==> src/sv/dfiir_pkg.sv <==
// Shared types and codes for the direct-form I IIR filter unit.
package dfiir_pkg;

  // Sample and coefficient formats
  localparam int SAMPLE_W = 24;
  localparam int COEF_W   = 32;
  localparam int CNT_CFG_W = 11;
  localparam int CIDX_W   = 10;
  localparam int PROD_W   = SAMPLE_W + COEF_W;

  // Request function codes
  localparam logic [1:0] FUNC_SAMPLE  = 2'd0;
  localparam logic [1:0] FUNC_FF_COEF = 2'd1;
  localparam logic [1:0] FUNC_FB_COEF = 2'd2;

  // Configuration register indexes
  localparam logic REG_NUM_ZEROS = 1'b0;
  localparam logic REG_NUM_POLES = 1'b1;

  // Input request payload
  typedef struct packed {
    logic [1:0]                 func;
    logic [CIDX_W-1:0]          coef_index;
    logic signed [COEF_W-1:0]   coef_value;
    logic signed [SAMPLE_W-1:0] sample_in;
  } in_t;

  // Result payload
  typedef struct packed {
    logic signed [SAMPLE_W-1:0] sample_out;
    logic                       saturated;
  } out_t;

  // Sequencer to MAC controls
  typedef struct packed {
    logic start;  // load the accumulator with the rounding offset
    logic valid;  // coefficient and history operands are present
  } mac_ctl_t;

  // MAC status back to the sequencer
  typedef struct packed {
    logic busy;   // a product is still in flight
  } mac_st_t;

  // Sequencer states
  typedef enum logic [2:0] {
    ST_CLEAR,
    ST_IDLE,
    ST_FF,
    ST_FB,
    ST_DRAIN,
    ST_WB
  } state_t;

endpackage

==> src/sv/dfiir_mac.sv <==
// Multiply-accumulate datapath with rounding and saturation to Q1.23.
module dfiir_mac
  import dfiir_pkg::*;
#(
  parameter int ACC_W = 68
) (
  input  logic                       clk,
  input  logic                       rst_n,
  input  mac_ctl_t                   ctl,
  input  logic signed [COEF_W-1:0]   coef,
  input  logic signed [SAMPLE_W-1:0] hist,
  output out_t                       res,
  output mac_st_t                    st
);

  localparam int FRAC_SH = 24;
  localparam int TOP_LO  = FRAC_SH + SAMPLE_W - 1;

  logic signed [PROD_W-1:0] prod_r;
  logic                     prod_v_r;
  logic signed [ACC_W-1:0]  acc_r;
  logic [ACC_W-1:TOP_LO]    acc_top;
  logic                     fits;

  // Product register, one stage ahead of the accumulator
  always_ff @(posedge clk) begin
    if (!rst_n) begin
      prod_v_r <= 1'b0;
    end else begin
      prod_v_r <= ctl.valid;
    end
  end

  always_ff @(posedge clk) begin
    if (ctl.valid) begin
      prod_r <= coef * hist;
    end
  end

  // Accumulate; start preloads half an output LSB so the end value is rounded
  always_ff @(posedge clk) begin
    if (ctl.start) begin
      acc_r <= ACC_W'(1) <<< (FRAC_SH - 1);
    end else if (prod_v_r) begin
      acc_r <= acc_r + ACC_W'(prod_r);
    end
  end

  // Saturate when the output sign bit and the bits above it do not all match
  assign acc_top = acc_r[ACC_W-1:TOP_LO];
  assign fits    = (&acc_top) || !(|acc_top);

  always_comb begin
    res.saturated = !fits;
    if (fits) begin
      res.sample_out = acc_r[TOP_LO:FRAC_SH];
    end else if (acc_r[ACC_W-1]) begin
      res.sample_out = {1'b1, {(SAMPLE_W-1){1'b0}}};
    end else begin
      res.sample_out = {1'b0, {(SAMPLE_W-1){1'b1}}};
    end
  end

  assign st.busy = prod_v_r;

endmodule

==> config.mk <==
export PLATFORM = sky130hd
export DESIGN_NAME = dfiir_mac
export DESIGN_NICKNAME = d
export VERILOG_FILES = /design/src/sv/dfiir_pkg.sv /design/src/sv/dfiir_mac.sv
export SDC_FILE = /design/constraint.sdc
export NUM_CORES = 2
export LEC_CHECK = 0
export BUFFER_PORTS_ARGS = -buffer_cell sky130_fd_sc_hd__buf_2
export CAP_MARGIN = 0
export CORE_AREA = 2 2 256 258
export CTS_CLUSTER_DIAMETER = 200
export DETAILED_ROUTE_END_ITERATION = 10
export DIE_AREA = 0 0 258 260
export PLACE_DENSITY = 0.71
export SLEW_MARGIN = 20
export SYNTH_ARGS = -nofsm -noshare
export SYNTH_HDL_FRONTEND = slang
export SYNTH_SLANG_ARGS = --single-unit
==> constraint.sdc <==
create_clock -name clk -period 10.2 [get_ports clk]
set_input_delay 1.02 -clock clk [delete_from_list [all_inputs] [get_ports clk]]
set_output_delay 1.02 -clock clk [all_outputs]
set_load 0.05 [all_outputs]
==> results.json <==
{
  "status": "finished, final reports clean",
  "cts.htree.levels": 4,
  "fin_util": 0.570,
  "cts_buffers": 17,
  "grt_pass1_wl_um": 145000,
  "gp_congestion": 0.940,
  "postCtsSetupRepairBufs": 0,
  "grtUsageTotal": 0.274,
  "drtIter0Drc": 1808,
  "hold_viol": 0,
  "fmax_mhz": 120,
  "synth_top_area_frac": 0.447,
  "grtUsageMet2": 0.419,
  "slew_viol_final": 0,
  "yosysUniqueCellTypes": 71,
  "yosysWarnings": 0,
  "clockBufferDepth": 2,
  "reg2reg_to": "acc_r[64]",
  "postRouteAntennaNets": 0,
  "clock-skew-final_ns": 0.0138,
  "synth_commonest_cells": "inv_1, fa_1, nand2_1",
  "cts_tree": "yes",
  "r2r_start": "prod_r[0]",
  "synthCells": 3849,
  "synthFlopType": "dfxtp_1",
  "hold_path.class": "reg2reg",
  "dp_hpwl_um": 69400,
  "holdPathEnd": "acc_r[4]",
  "drive_above_1_share": 0.0360,
  "netlist_area_um2": 35100,
  "clock_sinks": 125,
  "io_pins": 86,
  "worst_r2r_path_depth": 14,
  "cap_violations": 0,
  "drc": 0,
  "min_path_cells": 2,
  "setup_viol": 0,
  "rsz0062_at_grt": "no",
  "crit_type": "in2reg",
  "layout.cells.non_filler": 4639,
  "grt-ovfl-total": 0,
  "area_growth_pct": 4.01,
  "synthesis.nets": 4910,
  "clock_latency_ns": 0.44,
  "start_util": 0.548,
  "slew_headroom": 0.273,
  "ys_seq_elements": 125,
  "cp.arrival_ns": 8.53,
  "die_h_um": 260,
  "max_slew.worst_pin.slew_ns": 1.09,
  "firstDrtPassIters": 5,
  "synth_most_common_cell": "inv_1",
  "synthArstFlopShare": 0,
  "dpl.cell_count": 4608,
  "path_clk_slew_ns": 0.06,
  "coreArea_um2": 64100,
  "port_buffers": 85,
  "syn-mean-instance-area_um2": 9.12,
  "num_rows": 93,
  "final.setup.tns_ns": 0,
  "synth_edf_count": 56,
  "busiest_layer": "met2",
  "holdBufCountCts": 0,
  "cts-resized-gates": 0,
  "die_x_um": 258,
  "met1_usage": 0.399,
  "via_per_inst": 5.50,
  "root_buffer": "clkbuf_16",
  "synth_top_cell_by_area": "fa_1",
  "period_minus_slack_ns": 8.35,
  "vias": 25500,
  "grt_use_met3": 0.0663,
  "cp-start-kind": "input port",
  "antenna_found_initial": 2,
  "crit_required_ns": 10.38,
  "die_area_um2": 67100,
  "cp-end-kind": "flop",
  "ys_seq_area_frac": 0.0872,
  "drt-total-wl_um": 87000,
  "fin_crit_sh": 0.819,
  "holdCritStartpoint": "acc_r[4]",
  "grt_pass1_vias": 27200,
  "cp_max_fo": 32,
  "synthTopCellsByArea": "fa_1, inv_1, ha_1",
  "final_nets": 4833,
  "r2r_slack_ns": 5.71,
  "wl_per_cell_um": 18.8,
  "grt_max_degree": 75
}
## final cells by class
type | instances | area, µm²
clock buffers | 22 | 464
repair buffers | 92 | 478
diodes | 1 | 2.50
fillers | 5603 | 27600
clock inverters | 8 | 92.6
flip-flops and latches | 125 | 3070
well taps | 855 | 1070
inverters | 815 | 3060
multi-input cells | 2721 | 28300
## cell families after synthesis
logic type / Yosys count / share of synthesized area
adder cells (fa/ha/maj): 1001 / 0.524
multiplexers: 38 / 0.0109
buffers and inverters: 1003 / 0.107
AND/OR/NAND/NOR: 1130 / 0.160
flip-flops: 125 / 0.0872
AO/OA/AOI/OAI: 436 / 0.0809
XOR/XNOR: 116 / 0.0289
## critical path, cell delays in order
cell	delay, ns
buf_2	0.58
nand2_1	0.17
fa_1	0.59
fa_1	0.44
fa_1	0.57
fa_1	0.45
fa_1	0.54
inv_1	0.05
fa_1	0.47
inv_1	0.05
fa_1	0.47
inv_1	0.04
ha_1	0.35
and3_1	0.21
and2_1	0.16
a221oi_2	0.38
nor3_1	0.16
o41ai_2	0.42
a211oi_1	0.19
a21o_1	0.25
a221o_1	0.38
or4_1	0.39
and4_1	0.18
## through the flow
stage	area (µm²)	hold WS [ns]	setup slack [ns]
finish	36500	0.475	1.85
global placement	36000	0.456	1.42
global route	36500	0.501	1.40
CTS	36500	0.481	1.83
detailed placement	36000	0.472	1.37
floorplan	35100	0.445	2.20
## flip-flops by register name, indices dropped and copies added (netlist names)
name,count
acc_r,68
prod_r,56
st,1
## cells in the final DEF, fill, tap and decap left out, drive strengths merged, types with 10 or more instances in the layout
cell | synthesis | final
a21oi | 134 | 134
dfxtp | 69 | 69
ha | 217 | 217
a31oi | 15 | 15
a21o | 91 | 91
mux2i | 37 | 37
clkbuf | 182 | 22
buf | 6 | 92
o21ai | 70 | 70
edfxtp | 56 | 56
nor2b | 44 | 44
inv | 815 | 815
nor2 | 106 | 106
o21a | 16 | 16
and3 | 21 | 21
nor3 | 16 | 16
xnor2 | 85 | 85
nor4 | 10 | 10
nand2b | 23 | 23
a211oi | 14 | 14
and2 | 363 | 363
xor2 | 31 | 31
nand3 | 27 | 27
fa | 784 | 784
nand4 | 22 | 22
o21bai | 21 | 21
nand2 | 466 | 466
## metal layers
metal,share of wire,wire length (µm),vias to the layer above
li1,-,-,11500
met1,0.45,39500,12900
met2,0.44,37900,979
met3,0.094,8160,110
met4,0.017,1450,0
met5,0,0,-
## worst max path at each step
| stage | end | depth (start not counted) | slack (ns) | start |
|---|---|---|---|---|
| finish | prod_r[55] | 23 | 1.85 | hist[3] |
| global route | prod_r[54] | 24 | 1.40 | hist[9] |
| CTS | prod_r[55] | 23 | 1.83 | hist[3] |
| detailed placement | prod_r[55] | 23 | 1.37 | hist[3] |
| global placement | prod_r[55] | 23 | 1.42 | hist[3] |
| floorplan | prod_r[55] | 24 | 2.20 | hist[0] |
Power is left out: the tool's default activity adds up to more than one toggle a clock period on the data nets, which glitch-free logic cannot reach.
